`src/design/assert_macros.svh`:
```
// ----------------------------------------------------------------------------
// Assertion macros
// Shared concurrent assertion forms for the lane edge and stopline detector.
// ----------------------------------------------------------------------------
`ifndef ASSERT_MACROS_SVH
`define ASSERT_MACROS_SVH

// Same-cycle implication, disabled while reset is high.
`define ASSERT_IMPLIES(label, clk, rst, ante, cons, msg) \
   label: assert property (@(posedge clk) disable iff (rst) (ante) |-> (cons)) \
      else $error(msg);

// Next-cycle implication, disabled while reset is high.
`define ASSERT_NEXT(label, clk, rst, ante, cons, msg) \
   label: assert property (@(posedge clk) disable iff (rst) (ante) |=> (cons)) \
      else $error(msg);

`endif

```
`src/design/lsd_pkg.sv`:
```
// ----------------------------------------------------------------------------
// lsd_pkg
// Types and constants shared by the lane edge and stopline detector modules.
// ----------------------------------------------------------------------------
`default_nettype none

package lsd_pkg;

   // Field widths.
   localparam int COL_W     = 10;
   localparam int ROW_W     = 10;
   localparam int VAL_W     = 8;
   localparam int ROAD_W    = 10;
   localparam int OFFSET_W  = 8;
   localparam int ERR_W     = 16;
   localparam int STOP_W    = 7;
   localparam int DIST_W    = 11;
   localparam int STABLE_W  = 3;

   // Numerator of the lateral error fits in 14 signed bits for any image width.
   localparam int NUM_W     = 14;
   localparam int FRAC_BITS = 11;
   localparam int MAG_W     = NUM_W - 1 + FRAC_BITS;
   localparam int ERR_MAX   = 2 ** (ERR_W - 1) - 1;

   // Port widths.
   localparam int REQ_DATA_W  = 32;
   localparam int RSP_DATA_W  = 24;
   localparam int CSR_INDEX_W = 2;
   localparam int CSR_DATA_W  = 10;

   localparam int IMAGE_WIDTH_DEFAULT = 640;
   localparam int QUEUE_DEPTH         = 2;

   // Detection constants.
   localparam logic [VAL_W-1:0] HIT_LEVEL = 8'd120;
   localparam int STOP_COL_SPREAD = 50;
   localparam int STOP_SKEW_LIMIT = 15;
   localparam int STABLE_NEEDED   = 4;
   localparam int STOP_MIN        = 10;
   localparam int STOP_MAX        = 60;

   // Register reset values.
   localparam logic [ROW_W-1:0]    CONTROL_ROW_RESET = 10'd222;
   localparam logic [ROW_W-1:0]    STOP_ROW_RESET    = 10'd50;
   localparam logic [ROAD_W-1:0]   ROAD_WIDTH_RESET  = 10'd190;
   localparam logic [OFFSET_W-1:0] ROAD_OFFSET_RESET = 8'd30;

   localparam logic ACTION_PIXEL = 1'b0;
   localparam logic ACTION_EOF   = 1'b1;

   typedef enum logic [CSR_INDEX_W-1:0] {
      CSR_CONTROL_ROW = 2'd0,
      CSR_STOP_ROW    = 2'd1,
      CSR_ROAD_WIDTH  = 2'd2,
      CSR_ROAD_OFFSET = 2'd3
   } csr_index_type;

   typedef struct packed {
      logic [ROW_W-1:0]    control_row;
      logic [ROW_W-1:0]    stop_row;
      logic [ROAD_W-1:0]   road_width;
      logic [OFFSET_W-1:0] road_offset;
   } cfg_type;

   // One end-of-frame job handed from the front to the back.
   typedef struct packed {
      logic                found;
      logic [NUM_W-1:0]    num;
      logic [ROAD_W-1:0]   divisor;
      logic [STOP_W-1:0]   stop_distance;
   } job_type;

   typedef struct packed {
      logic full;
      logic empty;
   } qstat_type;

   typedef enum logic [1:0] {
      BK_IDLE,
      BK_DIVIDE,
      BK_FINISH
   } back_state_type;

endpackage

`default_nettype wire

```
`src/design/lsd_queue.sv`:
```
// ----------------------------------------------------------------------------
// lsd_queue
// Short job queue between the pixel front and the division back end.
// ----------------------------------------------------------------------------
`default_nettype none

module lsd_queue (
   input  logic              clock,
   input  logic              reset,
   input  logic              push,
   input  lsd_pkg::job_type  push_data,
   input  logic              pop,
   output lsd_pkg::job_type  pop_data,
   output lsd_pkg::qstat_type qstat
);

   localparam int PTR_W = $clog2(lsd_pkg::QUEUE_DEPTH);
   localparam int CNT_W = $clog2(lsd_pkg::QUEUE_DEPTH + 1);

   lsd_pkg::job_type entry_ff [lsd_pkg::QUEUE_DEPTH];
   logic [PTR_W-1:0] wr_ptr_ff, wr_ptr_in;
   logic [PTR_W-1:0] rd_ptr_ff, rd_ptr_in;
   logic [CNT_W-1:0] count_ff, count_in;

   always_comb begin
      qstat.full  = (count_ff == CNT_W'(lsd_pkg::QUEUE_DEPTH));
      qstat.empty = (count_ff == '0);
      pop_data    = entry_ff[rd_ptr_ff];
   end

   // Depth is a power of two, so the pointers wrap on their own.
   always_comb begin
      wr_ptr_in = push ? wr_ptr_ff + 1'b1 : wr_ptr_ff;
      rd_ptr_in = pop  ? rd_ptr_ff + 1'b1 : rd_ptr_ff;
      count_in  = count_ff;
      if (push && !pop) begin
         count_in = count_ff + 1'b1;
      end else if (pop && !push) begin
         count_in = count_ff - 1'b1;
      end
   end

   always_ff @(posedge clock) begin
      if (reset) begin
         wr_ptr_ff <= '0;
         rd_ptr_ff <= '0;
         count_ff  <= '0;
      end else begin
         wr_ptr_ff <= wr_ptr_in;
         rd_ptr_ff <= rd_ptr_in;
         count_ff  <= count_in;
      end
   end

   always_ff @(posedge clock) begin
      if (push) begin
         entry_ff[wr_ptr_ff] <= push_data;
      end
   end

endmodule

`default_nettype wire

```
`src/design/lsd_front.sv`:
```
// ----------------------------------------------------------------------------
// lsd_front
// Accepts pixel and end-of-frame words, tracks lane edges and stopline rows,
// and at end of frame builds a job with the error numerator and the
// debounced stopline distance.
// ----------------------------------------------------------------------------
`default_nettype none

module lsd_front #(
   parameter int IMAGE_WIDTH = lsd_pkg::IMAGE_WIDTH_DEFAULT
) (
   input  logic                        clock,
   input  logic                        reset,
   input  lsd_pkg::cfg_type            cfg,
   input  logic                        in_valid,
   output logic                        in_ready,
   input  logic                        action,
   input  logic [lsd_pkg::COL_W-1:0]   pixel_col,
   input  logic [lsd_pkg::ROW_W-1:0]   pixel_row,
   input  logic [lsd_pkg::VAL_W-1:0]   pixel_value,
   input  logic                        in_left_lane,
   input  lsd_pkg::qstat_type          qstat,
   output logic                        push,
   output lsd_pkg::job_type            job
);

   localparam int COL_W  = lsd_pkg::COL_W;
   localparam int ROW_W  = lsd_pkg::ROW_W;
   localparam int NUM_W  = lsd_pkg::NUM_W;
   localparam int DIST_W = lsd_pkg::DIST_W;
   localparam int HALF   = IMAGE_WIDTH / 2;

   localparam logic [COL_W-1:0] HALF_COL   = COL_W'(HALF);
   localparam logic [COL_W-1:0] STOP_COL_L = COL_W'(HALF - lsd_pkg::STOP_COL_SPREAD);
   localparam logic [COL_W-1:0] STOP_COL_R = COL_W'(HALF + lsd_pkg::STOP_COL_SPREAD);
   localparam logic [COL_W:0]   WIDTH_LIM  = (COL_W + 1)'(IMAGE_WIDTH);
   localparam logic [NUM_W-1:0] WIDTH_NUM  = NUM_W'(IMAGE_WIDTH);

   localparam logic signed [DIST_W:0]   SKEW_LIM  = (DIST_W + 1)'(lsd_pkg::STOP_SKEW_LIMIT);
   localparam logic signed [DIST_W-1:0] DIST_MIN  = DIST_W'(lsd_pkg::STOP_MIN);
   localparam logic signed [DIST_W-1:0] DIST_MAX  = DIST_W'(lsd_pkg::STOP_MAX);
   localparam logic [lsd_pkg::STABLE_W-1:0] STABLE_FULL =
      lsd_pkg::STABLE_W'(lsd_pkg::STABLE_NEEDED);

   logic [COL_W-1:0] left_col_ff, left_col_in;
   logic [COL_W-1:0] right_col_ff, right_col_in;
   logic             right_valid_ff, right_valid_in;
   logic [ROW_W-1:0] left_stop_row_ff, left_stop_row_in;
   logic             left_stop_valid_ff, left_stop_valid_in;
   logic [ROW_W-1:0] right_stop_row_ff, right_stop_row_in;
   logic             right_stop_valid_ff, right_stop_valid_in;
   logic [lsd_pkg::STABLE_W-1:0] stable_ff, stable_in;
   logic signed [DIST_W-1:0]     held_ff, held_in;

   logic accept, pixel_hit, eof, on_control, in_stop_band;
   logic [lsd_pkg::ROAD_W-1:0] divisor;
   logic [COL_W:0]   left_pos, right_pos;
   logic [NUM_W-1:0] num_left, num_right, num_sel;
   logic left_ok, right_ok;
   logic signed [DIST_W-1:0] left_stop_dist, right_stop_dist, held_pick, held_next;
   logic signed [DIST_W:0]   skew;
   logic skew_ok;
   logic [lsd_pkg::STABLE_W-1:0] stable_next;

   // Pixels never wait on the back end; only an end-of-frame word needs queue room.
   assign in_ready = (action == lsd_pkg::ACTION_PIXEL) || !qstat.full;
   assign accept   = in_valid && in_ready;
   assign eof      = accept && (action == lsd_pkg::ACTION_EOF);

   always_comb begin
      pixel_hit    = accept && (action == lsd_pkg::ACTION_PIXEL) &&
                     ({1'b0, pixel_col} < WIDTH_LIM) && (pixel_value > lsd_pkg::HIT_LEVEL);
      on_control   = (pixel_row == cfg.control_row);
      in_stop_band = (pixel_row > cfg.stop_row) && (pixel_row <= cfg.control_row);
   end

   // End-of-frame arithmetic.
   always_comb begin
      divisor   = (cfg.road_width == '0) ? lsd_pkg::ROAD_W'(1) : cfg.road_width;
      left_pos  = {1'b0, left_col_ff} + (COL_W + 1)'(cfg.road_offset);
      right_pos = {1'b0, right_col_ff} + (COL_W + 1)'(cfg.road_offset);
      num_left  = (NUM_W'(left_pos) << 1) - WIDTH_NUM + (NUM_W'(divisor) << 1);
      num_right = (NUM_W'(right_pos) << 1) - WIDTH_NUM - (NUM_W'(divisor) << 1);
      left_ok   = (left_col_ff != '0);
      right_ok  = right_valid_ff;

      num_sel = '0;
      if (in_left_lane) begin
         priority if (left_ok) begin
            num_sel = num_left;
         end else if (right_ok) begin
            num_sel = num_right;
         end
      end else begin
         priority if (right_ok) begin
            num_sel = num_right;
         end else if (left_ok) begin
            num_sel = num_left;
         end
      end

      left_stop_dist  = left_stop_valid_ff ?
                        $signed({1'b0, cfg.control_row} - {1'b0, left_stop_row_ff}) : '0;
      right_stop_dist = right_stop_valid_ff ?
                        $signed({1'b0, cfg.control_row} - {1'b0, right_stop_row_ff}) : '0;
      skew       = $signed({left_stop_dist[DIST_W-1], left_stop_dist} -
                           {right_stop_dist[DIST_W-1], right_stop_dist});
      skew_ok    = (skew > -SKEW_LIM) && (skew < SKEW_LIM);

      stable_next = ((stable_ff < STABLE_FULL) && skew_ok) ? stable_ff + 1'b1 : '0;
      held_pick   = (stable_next >= STABLE_FULL) ? left_stop_dist : held_ff;
      held_next   = ((held_pick < DIST_MIN) || (held_pick > DIST_MAX)) ? '1 : held_pick;
   end

   always_comb begin
      push              = eof;
      job.found         = left_ok || right_ok;
      job.num           = num_sel;
      job.divisor       = divisor;
      job.stop_distance = lsd_pkg::STOP_W'(held_next);
   end

   // Tracker updates. End of frame clears the per-frame trackers.
   always_comb begin
      left_col_in         = left_col_ff;
      right_col_in        = right_col_ff;
      right_valid_in      = right_valid_ff;
      left_stop_row_in    = left_stop_row_ff;
      left_stop_valid_in  = left_stop_valid_ff;
      right_stop_row_in   = right_stop_row_ff;
      right_stop_valid_in = right_stop_valid_ff;
      stable_in           = stable_ff;
      held_in             = held_ff;
      if (eof) begin
         left_col_in         = '0;
         right_col_in        = '0;
         right_valid_in      = 1'b0;
         left_stop_row_in    = '0;
         left_stop_valid_in  = 1'b0;
         right_stop_row_in   = '0;
         right_stop_valid_in = 1'b0;
         stable_in           = stable_next;
         held_in             = held_next;
      end else if (pixel_hit) begin
         if (on_control) begin
            if ((pixel_col != '0) && (pixel_col <= HALF_COL) && (pixel_col > left_col_ff)) begin
               left_col_in = pixel_col;
            end
            if ((pixel_col >= HALF_COL) && (!right_valid_ff || (pixel_col < right_col_ff))) begin
               right_col_in   = pixel_col;
               right_valid_in = 1'b1;
            end
         end
         if (in_stop_band) begin
            if ((pixel_col == STOP_COL_L) &&
                (!left_stop_valid_ff || (pixel_row > left_stop_row_ff))) begin
               left_stop_row_in   = pixel_row;
               left_stop_valid_in = 1'b1;
            end
            if ((pixel_col == STOP_COL_R) &&
                (!right_stop_valid_ff || (pixel_row > right_stop_row_ff))) begin
               right_stop_row_in   = pixel_row;
               right_stop_valid_in = 1'b1;
            end
         end
      end
   end

   always_ff @(posedge clock) begin
      if (reset) begin
         left_col_ff         <= '0;
         right_col_ff        <= '0;
         right_valid_ff      <= 1'b0;
         left_stop_row_ff    <= '0;
         left_stop_valid_ff  <= 1'b0;
         right_stop_row_ff   <= '0;
         right_stop_valid_ff <= 1'b0;
         stable_ff           <= '0;
         held_ff             <= '0;
      end else begin
         left_col_ff         <= left_col_in;
         right_col_ff        <= right_col_in;
         right_valid_ff      <= right_valid_in;
         left_stop_row_ff    <= left_stop_row_in;
         left_stop_valid_ff  <= left_stop_valid_in;
         right_stop_row_ff   <= right_stop_row_in;
         right_stop_valid_ff <= right_stop_valid_in;
         stable_ff           <= stable_in;
         held_ff             <= held_in;
      end
   end

endmodule

`default_nettype wire

```
`src/design/lsd_back.sv`:
```
// ----------------------------------------------------------------------------
// lsd_back
// Takes end-of-frame jobs from the queue, runs a one-bit-per-cycle restoring
// divider for the Q5.11 lateral error, saturates it and holds the result word.
// ----------------------------------------------------------------------------
`default_nettype none

module lsd_back (
   input  logic                               clock,
   input  logic                               reset,
   input  lsd_pkg::qstat_type                 qstat,
   input  lsd_pkg::job_type                   job,
   output logic                               pop,
   output logic                               out_valid,
   input  logic                               out_ready,
   output logic signed [lsd_pkg::ERR_W-1:0]   lateral_error,
   output logic                               lane_quality,
   output logic signed [lsd_pkg::STOP_W-1:0]  stop_distance
);

   localparam int MAG_W  = lsd_pkg::MAG_W;
   localparam int ERR_W  = lsd_pkg::ERR_W;
   localparam int ROAD_W = lsd_pkg::ROAD_W;
   localparam int NUM_W  = lsd_pkg::NUM_W;
   localparam int STEP_W = $clog2(MAG_W);
   localparam logic [STEP_W-1:0] STEP_LAST = STEP_W'(MAG_W - 1);
   localparam logic [MAG_W-1:0]  POS_LIM   = MAG_W'(lsd_pkg::ERR_MAX);
   localparam logic [MAG_W-1:0]  NEG_LIM   = MAG_W'(lsd_pkg::ERR_MAX + 1);

   lsd_pkg::back_state_type state_ff, state_in;

   logic [MAG_W-1:0]  acc_ff, acc_in;
   logic [ROAD_W-1:0] rem_ff, rem_in;
   logic [ROAD_W-1:0] div_ff, div_in;
   logic              neg_ff, neg_in;
   logic              found_ff, found_in;
   logic [lsd_pkg::STOP_W-1:0] stop_ff, stop_in;
   logic [STEP_W-1:0] count_ff, count_in;

   logic              out_valid_ff, out_valid_in;
   logic [ERR_W-1:0]  err_ff, err_in;
   logic              qual_ff, qual_in;
   logic [lsd_pkg::STOP_W-1:0] stop_out_ff, stop_out_in;

   logic step, load;
   logic [NUM_W-1:0]  num_mag;
   logic [ROAD_W:0]   trial;
   logic              trial_ge;
   logic [ERR_W-1:0]  mag_low, err_sat;

   // Next state.
   always_comb begin
      state_in = state_ff;
      unique case (state_ff)
         lsd_pkg::BK_IDLE: begin
            if (!qstat.empty) begin
               state_in = lsd_pkg::BK_DIVIDE;
            end
         end
         lsd_pkg::BK_DIVIDE: begin
            if (count_ff == STEP_LAST) begin
               state_in = lsd_pkg::BK_FINISH;
            end
         end
         lsd_pkg::BK_FINISH: begin
            if (!out_valid_ff || out_ready) begin
               state_in = lsd_pkg::BK_IDLE;
            end
         end
         default: state_in = lsd_pkg::BK_IDLE;
      endcase
   end

   // State outputs.
   always_comb begin
      pop  = 1'b0;
      step = 1'b0;
      load = 1'b0;
      unique case (state_ff)
         lsd_pkg::BK_IDLE:   pop  = !qstat.empty;
         lsd_pkg::BK_DIVIDE: step = 1'b1;
         lsd_pkg::BK_FINISH: load = !out_valid_ff || out_ready;
         default: ;
      endcase
   end

   // Divider datapath and saturation.
   always_comb begin
      num_mag  = job.num[NUM_W-1] ? (~job.num + 1'b1) : job.num;
      trial    = {rem_ff, acc_ff[MAG_W-1]};
      trial_ge = (trial >= {1'b0, div_ff});

      mag_low = acc_ff[ERR_W-1:0];
      if (neg_ff) begin
         err_sat = (acc_ff > NEG_LIM) ? {1'b1, {(ERR_W-1){1'b0}}} : (~mag_low + 1'b1);
      end else begin
         err_sat = (acc_ff > POS_LIM) ? {1'b0, {(ERR_W-1){1'b1}}} : mag_low;
      end

      acc_in   = acc_ff;
      rem_in   = rem_ff;
      div_in   = div_ff;
      neg_in   = neg_ff;
      found_in = found_ff;
      stop_in  = stop_ff;
      count_in = count_ff;
      if (pop) begin
         acc_in   = {num_mag[NUM_W-2:0], {lsd_pkg::FRAC_BITS{1'b0}}};
         rem_in   = '0;
         div_in   = job.divisor;
         neg_in   = job.num[NUM_W-1];
         found_in = job.found;
         stop_in  = job.stop_distance;
         count_in = '0;
      end else if (step) begin
         // Remainder stays below the divisor, so it fits in the divisor width.
         rem_in   = trial_ge ? ROAD_W'(trial - {1'b0, div_ff}) : trial[ROAD_W-1:0];
         acc_in   = {acc_ff[MAG_W-2:0], trial_ge};
         count_in = count_ff + 1'b1;
      end

      out_valid_in = out_valid_ff;
      err_in       = err_ff;
      qual_in      = qual_ff;
      stop_out_in  = stop_out_ff;
      if (load) begin
         out_valid_in = 1'b1;
         err_in       = err_sat;
         qual_in      = found_ff;
         stop_out_in  = stop_ff;
      end else if (out_ready) begin
         out_valid_in = 1'b0;
      end
   end

   always_ff @(posedge clock) begin
      if (reset) begin
         state_ff     <= lsd_pkg::BK_IDLE;
         out_valid_ff <= 1'b0;
      end else begin
         state_ff     <= state_in;
         out_valid_ff <= out_valid_in;
      end
   end

   always_ff @(posedge clock) begin
      acc_ff      <= acc_in;
      rem_ff      <= rem_in;
      div_ff      <= div_in;
      neg_ff      <= neg_in;
      found_ff    <= found_in;
      stop_ff     <= stop_in;
      count_ff    <= count_in;
      err_ff      <= err_in;
      qual_ff     <= qual_in;
      stop_out_ff <= stop_out_in;
   end

   assign out_valid     = out_valid_ff;
   assign lateral_error = $signed(err_ff);
   assign lane_quality  = qual_ff;
   assign stop_distance = $signed(stop_out_ff);

endmodule

`default_nettype wire

```
`src/design/lane_edge_stopline_detector.sv`:
```
// ----------------------------------------------------------------------------
// lane_edge_stopline_detector
// Streams edge-image pixels, tracks lane edges and stopline rows, and on each
// end-of-frame word returns the lateral error, lane quality and stop distance.
//
//   Channel  Direction  Word contents
//   req_     in         pixel or end-of-frame word, kind in tuser
//   rsp_     out        one result word per end-of-frame word
//   csr_     in         register writes, no read-back
//
// Pixel words are taken one per clock and finish in that cycle.
// An end-of-frame word is queued; the back end pops it and runs it through
// the one-bit-per-cycle restoring divider before it loads the result word.
// Pixels keep flowing while the back end divides; an end-of-frame word
// waits only when the two-entry job queue is full.
// Reset is synchronous; there is no clearing pass.
// ----------------------------------------------------------------------------
`default_nettype none

`include "assert_macros.svh"

module lane_edge_stopline_detector #(
   parameter int IMAGE_WIDTH = lsd_pkg::IMAGE_WIDTH_DEFAULT
) (
   input  logic                               clock,
   input  logic                               reset,

   input  logic                               req_tvalid,
   output logic                               req_tready,
   // pixel_col[9:0], pixel_row[19:10], pixel_value[27:20], in_left_lane[28]
   input  logic [lsd_pkg::REQ_DATA_W-1:0]     req_tdata,
   // action[0]
   input  logic                               req_tuser,

   output logic                               rsp_tvalid,
   input  logic                               rsp_tready,
   // lateral_error[15:0], lane_quality[16], stop_distance[23:17]
   output logic [lsd_pkg::RSP_DATA_W-1:0]     rsp_tdata,

   input  logic                               csr_we,
   input  logic [lsd_pkg::CSR_INDEX_W-1:0]    csr_index,
   input  logic [lsd_pkg::CSR_DATA_W-1:0]     csr_wdata
);

   lsd_pkg::cfg_type   cfg_ff, cfg_in;
   lsd_pkg::job_type   push_job, pop_job;
   lsd_pkg::qstat_type q_stat;
   logic q_push, q_pop;

   logic signed [lsd_pkg::ERR_W-1:0]  rsp_error;
   logic                              rsp_quality;
   logic signed [lsd_pkg::STOP_W-1:0] rsp_stop;

   always_comb begin
      cfg_in = cfg_ff;
      if (csr_we) begin
         unique case (lsd_pkg::csr_index_type'(csr_index))
            lsd_pkg::CSR_CONTROL_ROW: cfg_in.control_row = csr_wdata[lsd_pkg::ROW_W-1:0];
            lsd_pkg::CSR_STOP_ROW:    cfg_in.stop_row    = csr_wdata[lsd_pkg::ROW_W-1:0];
            lsd_pkg::CSR_ROAD_WIDTH:  cfg_in.road_width  = csr_wdata[lsd_pkg::ROAD_W-1:0];
            lsd_pkg::CSR_ROAD_OFFSET: cfg_in.road_offset = csr_wdata[lsd_pkg::OFFSET_W-1:0];
            default: ;
         endcase
      end
   end

   always_ff @(posedge clock) begin
      if (reset) begin
         cfg_ff.control_row <= lsd_pkg::CONTROL_ROW_RESET;
         cfg_ff.stop_row    <= lsd_pkg::STOP_ROW_RESET;
         cfg_ff.road_width  <= lsd_pkg::ROAD_WIDTH_RESET;
         cfg_ff.road_offset <= lsd_pkg::ROAD_OFFSET_RESET;
      end else begin
         cfg_ff <= cfg_in;
      end
   end

   lsd_front #(
      .IMAGE_WIDTH (IMAGE_WIDTH)
   ) u_front (
      .clock        (clock),
      .reset        (reset),
      .cfg          (cfg_ff),
      .in_valid     (req_tvalid),
      .in_ready     (req_tready),
      .action       (req_tuser),
      .pixel_col    (req_tdata[9:0]),
      .pixel_row    (req_tdata[19:10]),
      .pixel_value  (req_tdata[27:20]),
      .in_left_lane (req_tdata[28]),
      .qstat        (q_stat),
      .push         (q_push),
      .job          (push_job)
   );

   lsd_queue u_queue (
      .clock     (clock),
      .reset     (reset),
      .push      (q_push),
      .push_data (push_job),
      .pop       (q_pop),
      .pop_data  (pop_job),
      .qstat     (q_stat)
   );

   lsd_back u_back (
      .clock         (clock),
      .reset         (reset),
      .qstat         (q_stat),
      .job           (pop_job),
      .pop           (q_pop),
      .out_valid     (rsp_tvalid),
      .out_ready     (rsp_tready),
      .lateral_error (rsp_error),
      .lane_quality  (rsp_quality),
      .stop_distance (rsp_stop)
   );

   assign rsp_tdata = {rsp_stop, rsp_quality, rsp_error};

   `ASSERT_IMPLIES(a_queue_no_overflow, clock, reset, q_push, !q_stat.full, "job pushed into a full queue")
   `ASSERT_IMPLIES(a_queue_no_underflow, clock, reset, q_pop, !q_stat.empty, "job popped from an empty queue")
   `ASSERT_NEXT(a_queue_holds_job, clock, reset, q_push && !q_pop, !q_stat.empty, "pushed job not held")
   `ASSERT_IMPLIES(a_no_edge_zero_error, clock, reset, rsp_tvalid && !rsp_quality, rsp_error == '0, "nonzero error without a lane edge")
   `ASSERT_IMPLIES(a_stop_in_range, clock, reset, rsp_tvalid, (rsp_stop == -7'sd1) || ((rsp_stop >= 7'sd10) && (rsp_stop <= 7'sd60)), "stop distance out of range")

endmodule

`default_nettype wire
```
`config.mk`:
```
export PLATFORM = sky130hd
export DESIGN_NAME = lane_edge_stopline_detector
export DESIGN_NICKNAME = d
export VERILOG_FILES = /design/src/design/lsd_pkg.sv /design/src/design/lsd_queue.sv /design/src/design/lsd_front.sv /design/src/design/lsd_back.sv /design/src/design/lane_edge_stopline_detector.sv
export VERILOG_INCLUDE_DIRS = /design/src /design/src/design
export SDC_FILE = /design/constraint.sdc
export NUM_CORES = 1
export LEC_CHECK = 0
export ABC_CLOCK_PERIOD_IN_PS = 4340
export BUFFER_PORTS_ARGS = -buffer_cell sky130_fd_sc_hd__buf_2
export CORE_UTILIZATION = 40
export DETAILED_ROUTE_END_ITERATION = 7
export GPL_ROUTABILITY_DRIVEN = 0
export PLACE_DENSITY = 0.57
export SYNTH_ARGS = -nofsm -noshare
export SYNTH_HDL_FRONTEND = slang
export SYNTH_HIERARCHICAL = 1
export SYNTH_SLANG_ARGS = --single-unit
```
`constraint.sdc`:
```
create_clock -name clock -period 4.34 [get_ports clock]
set_input_delay 0.651 -clock clock [delete_from_list [all_inputs] [get_ports clock]]
set_output_delay 0.651 -clock clock [all_outputs]
set_load 0.1 [all_outputs]
```
==> metrics <==
CP Buf/Inv Count=3; Final WS setup=-0.124 ns; reg2reg path depth=22; Total Nets Final=1951; violated checks=negative setup slack; Area growth syn-to-layout=15.9%; Final Setup Violations=23; delay-heaviest family, CP=simple AND/OR/NAND/NOR gates; WP data arrival=4.89 ns; die width=200 um; initial DRC count=between 400 and 500; Die H=200 um; post-layout min period=4.46 ns; Seq/Total Area, Yosys=0.396; Leak=7.40 nW; status=finished, violations left; Critical Path End Type=flip-flop; gr usage total=0.183; asr flop ratio synth=0; worst-margin pin slew=1.09 ns; Clock Path Buffers=3; CP Max Fanout=5; via count=11.9k; peak supply drop=0.000298 V; most frequent cells in the layout=ha_1, dfxtp_1, nand2_1, nor2_1; final hold vios=0; Cells on Worst Hold Path=3; share of layout cells above drive strength 1=0.168; Fmax=224 MHz; Clock H-tree levels=1; Hold WS=roughly 0.35 ns; fin area=0.0181 mm^2; Clock transition at path regs=0.06 ns; Post-Route WL=around 36 mm; ys flop type=dfxtp_1; yosys warns=6; vias per cell=5.20; number of flops mapped to enable cells by yosys=120; synthesized area=0.0156 mm^2; worst skew pair latency=0.57 ns; Overflow after GRT=0; crit-path cells=inv_2, buf_4, ha_1, fa_1, nor2b_1, o31ai_2, nand2b_1, a21oi_1, xnor2_1, and2_1, ha_1, buf_4, o21ai_0, nand2b_1, o41ai_2, xor2_1, nand4_1, nor4_4, o21ai_4, or3_4, a211oi_4, nor3_1; I/O Pins=76; CP Depth=22; startpoint types=flip-flop; critical path's largest stage delay=0.39 ns; crit path kind=flip-flop to flip-flop; RSZ-0062 raised after global routing=yes; Antenna Cells=0; commonest non-fill, non-tap cell in the layout=ha_1; die area=0.0398 mm^2; clock skew=0.0107 ns; worst slack at placement=-0.193 ns; Syn Nets=1838; PD cells=437 mW/mm^2; DRT Pass-1 Iters=5; Initial Util=0.405; critical path required time=4.77 ns; # clock sinks=249; Slew Limit Fails=0; Routed Antenna Nets=0; min-delay worst type=input port to flip-flop; Root Buffer=clkbuf_16; synthesized area per cell=approximately 9.5 um^2; Yosys reg bits=249; drt drc=0; Final period util=1.03; WL/cell=15.8 um; Placed Cells incl. Taps=about 2.2k; vias in the first global route=around 11k; cts bufs inserted=29; hpwl dp=between 20 and 30 mm; Post-Synthesis Cells=1637; core area=0.0386 mm^2; non-filler instance count after layout=2291; FP Rows=72; Slew Limit Headroom=0.273; I/O Buffers=72; first-pass GRT wire length=58.4 mm; initial antenna violation count=0; critical path's slowest cell=fa_1; largest net degree at the start of global routing=66; Synth cell types=89; Max Cap Viol=0; CTS tree=yes; Cell Area, Placed=0.0169 mm^2
-- synthesized netlist by cell type, types with 15 or more instances --
cell	number	area share
a211oi_1	15	0.0072
a21o_1	35	0.017
a21oi_1	89	0.029
clkbuf_1	44	0.011
dfxtp_1	129	0.17
edfxtp_1	120	0.23
ha_1	143	0.11
inv_1	123	0.030
mux2_2	31	0.022
mux2i_1	72	0.046
nand2_1	124	0.030
nand2b_1	50	0.020
nand3_1	52	0.017
nand4_1	19	0.0076
nor2_1	123	0.030
nor2b_1	28	0.011
nor3_1	24	0.0077
o211ai_1	17	0.0082
o21a_1	23	0.011
o21ai_0	82	0.026
o31ai_1	17	0.0082
xnor2_1	46	0.026
xor2_1	34	0.019
-- area by class of cell --
| class | instances | area (um^2) |
|---|---|---|
| clock buffers | 35 | 768 |
| multi-input cells | 1196 | 8850 |
| flip-flops and latches | 249 | 6200 |
| well taps | 518 | 648 |
| fillers | 3738 | 20500 |
| inverters | 125 | 469 |
| clock inverters | 19 | 226 |
| repair buffers | 149 | 942 |
-- worst reg2reg max path, stage by stage (launching register included) --
cell and delay (ns):
dfxtp_2 0.33, inv_2 0.05, buf_4 0.12, ha_1 0.21, fa_1 0.39, nor2b_1 0.21
o31ai_2 0.10, nand2b_1 0.11, a21oi_1 0.09, xnor2_1 0.14, and2_1 0.16, ha_1 0.32
buf_4 0.16, o21ai_0 0.16, nand2b_1 0.09, o41ai_2 0.06, xor2_1 0.22, nand4_1 0.17
nor4_4 0.35, o21ai_4 0.10, or3_4 0.37, a211oi_4 0.32, nor3_1 0.08
-- sequential cells by signal, indices dropped and copies added, names as in the netlist, 2 cells and up, named ones only --
name                       flops
u_front/right_stop_row_ff     10
u_front/held_ff               11
u_queue/count_ff               2
u_back/state_ff                2
u_front/left_stop_row_ff      10
u_back/stop_ff                 7
u_back/count_ff                5
u_back/stop_distance           7
u_front/left_col_ff           10
u_back/div_ff                 10
u_front/stable_ff              3
u_back/lateral_error          16
u_queue/entry_ff              64
cfg_ff                        38
u_front/right_col_ff          10
u_back/rem_ff                 10
u_back/acc_ff                 24
-- kinds of logic (layout without fill, tap and decap cells) --
kind of cell    count (synthesis)  after routing  synth area share
compound gates                361            361             0.152
xor+xnor                       80             80            0.0449
fa+ha+maj                     151            151             0.125
buf+inv                       192            328            0.0507
flops                         249            249             0.396
mux                           105            105            0.0699
other cells                     1              1          0.000240
simple gates                  498            498             0.162
-- power by group --
group          leakage (nW)  switching (mW)  total, mW  internal (mW)
combinational          4.77            1.33       2.28          0.944
clock                 0.489            1.00       2.51           1.51
sequential             2.13           0.241       3.13           2.89
total                  7.40            2.57       7.92           5.34
-- stage by stage --
stage	power (mW)	utilization	TNS [ns]
final	7.92	0.470	-1.58
after global routing	8.40	0.470	-8.43
after CTS	8.00	0.466	-0.945
after detailed placement	5.45	0.438	-3.24
after global placement	5.40	0.438	-1.38
after floorplan	4.91	-	0
-- per-layer routing --
metal	GRT usage	up-vias	routed length [um]
li1	-	6114	-
met1	0.248	5566	17700
met2	0.307	188	16600
met3	0.0223	44	1130
met4	0.0416	0	668
met5	0	-	0
-- final timing paths --
check	slack [ns]	to	start
worst max register to register	-0.12	u_front/held_ff[8]	cfg_ff[28]
worst min register to register	0.42	u_back/stop_distance[4]	u_back/stop_ff[4]
worst min-delay path	0.35	u_front/right_stop_row_ff[0]	req_tdata[10]
worst max-delay path	-0.12	u_front/held_ff[8]	cfg_ff[28]
-- what timing repair did --
| action | CTS | global route |
|---|---|---|
| buffers inserted | 4 | 4 |
| resized for setup | 13 | 23 |
| hold buffers | 0 | 0 |
| endpoints found under the setup margin | 25 | 29 |
| pin swaps | 10 | 24 |
(Power assumes the default switching activity.)
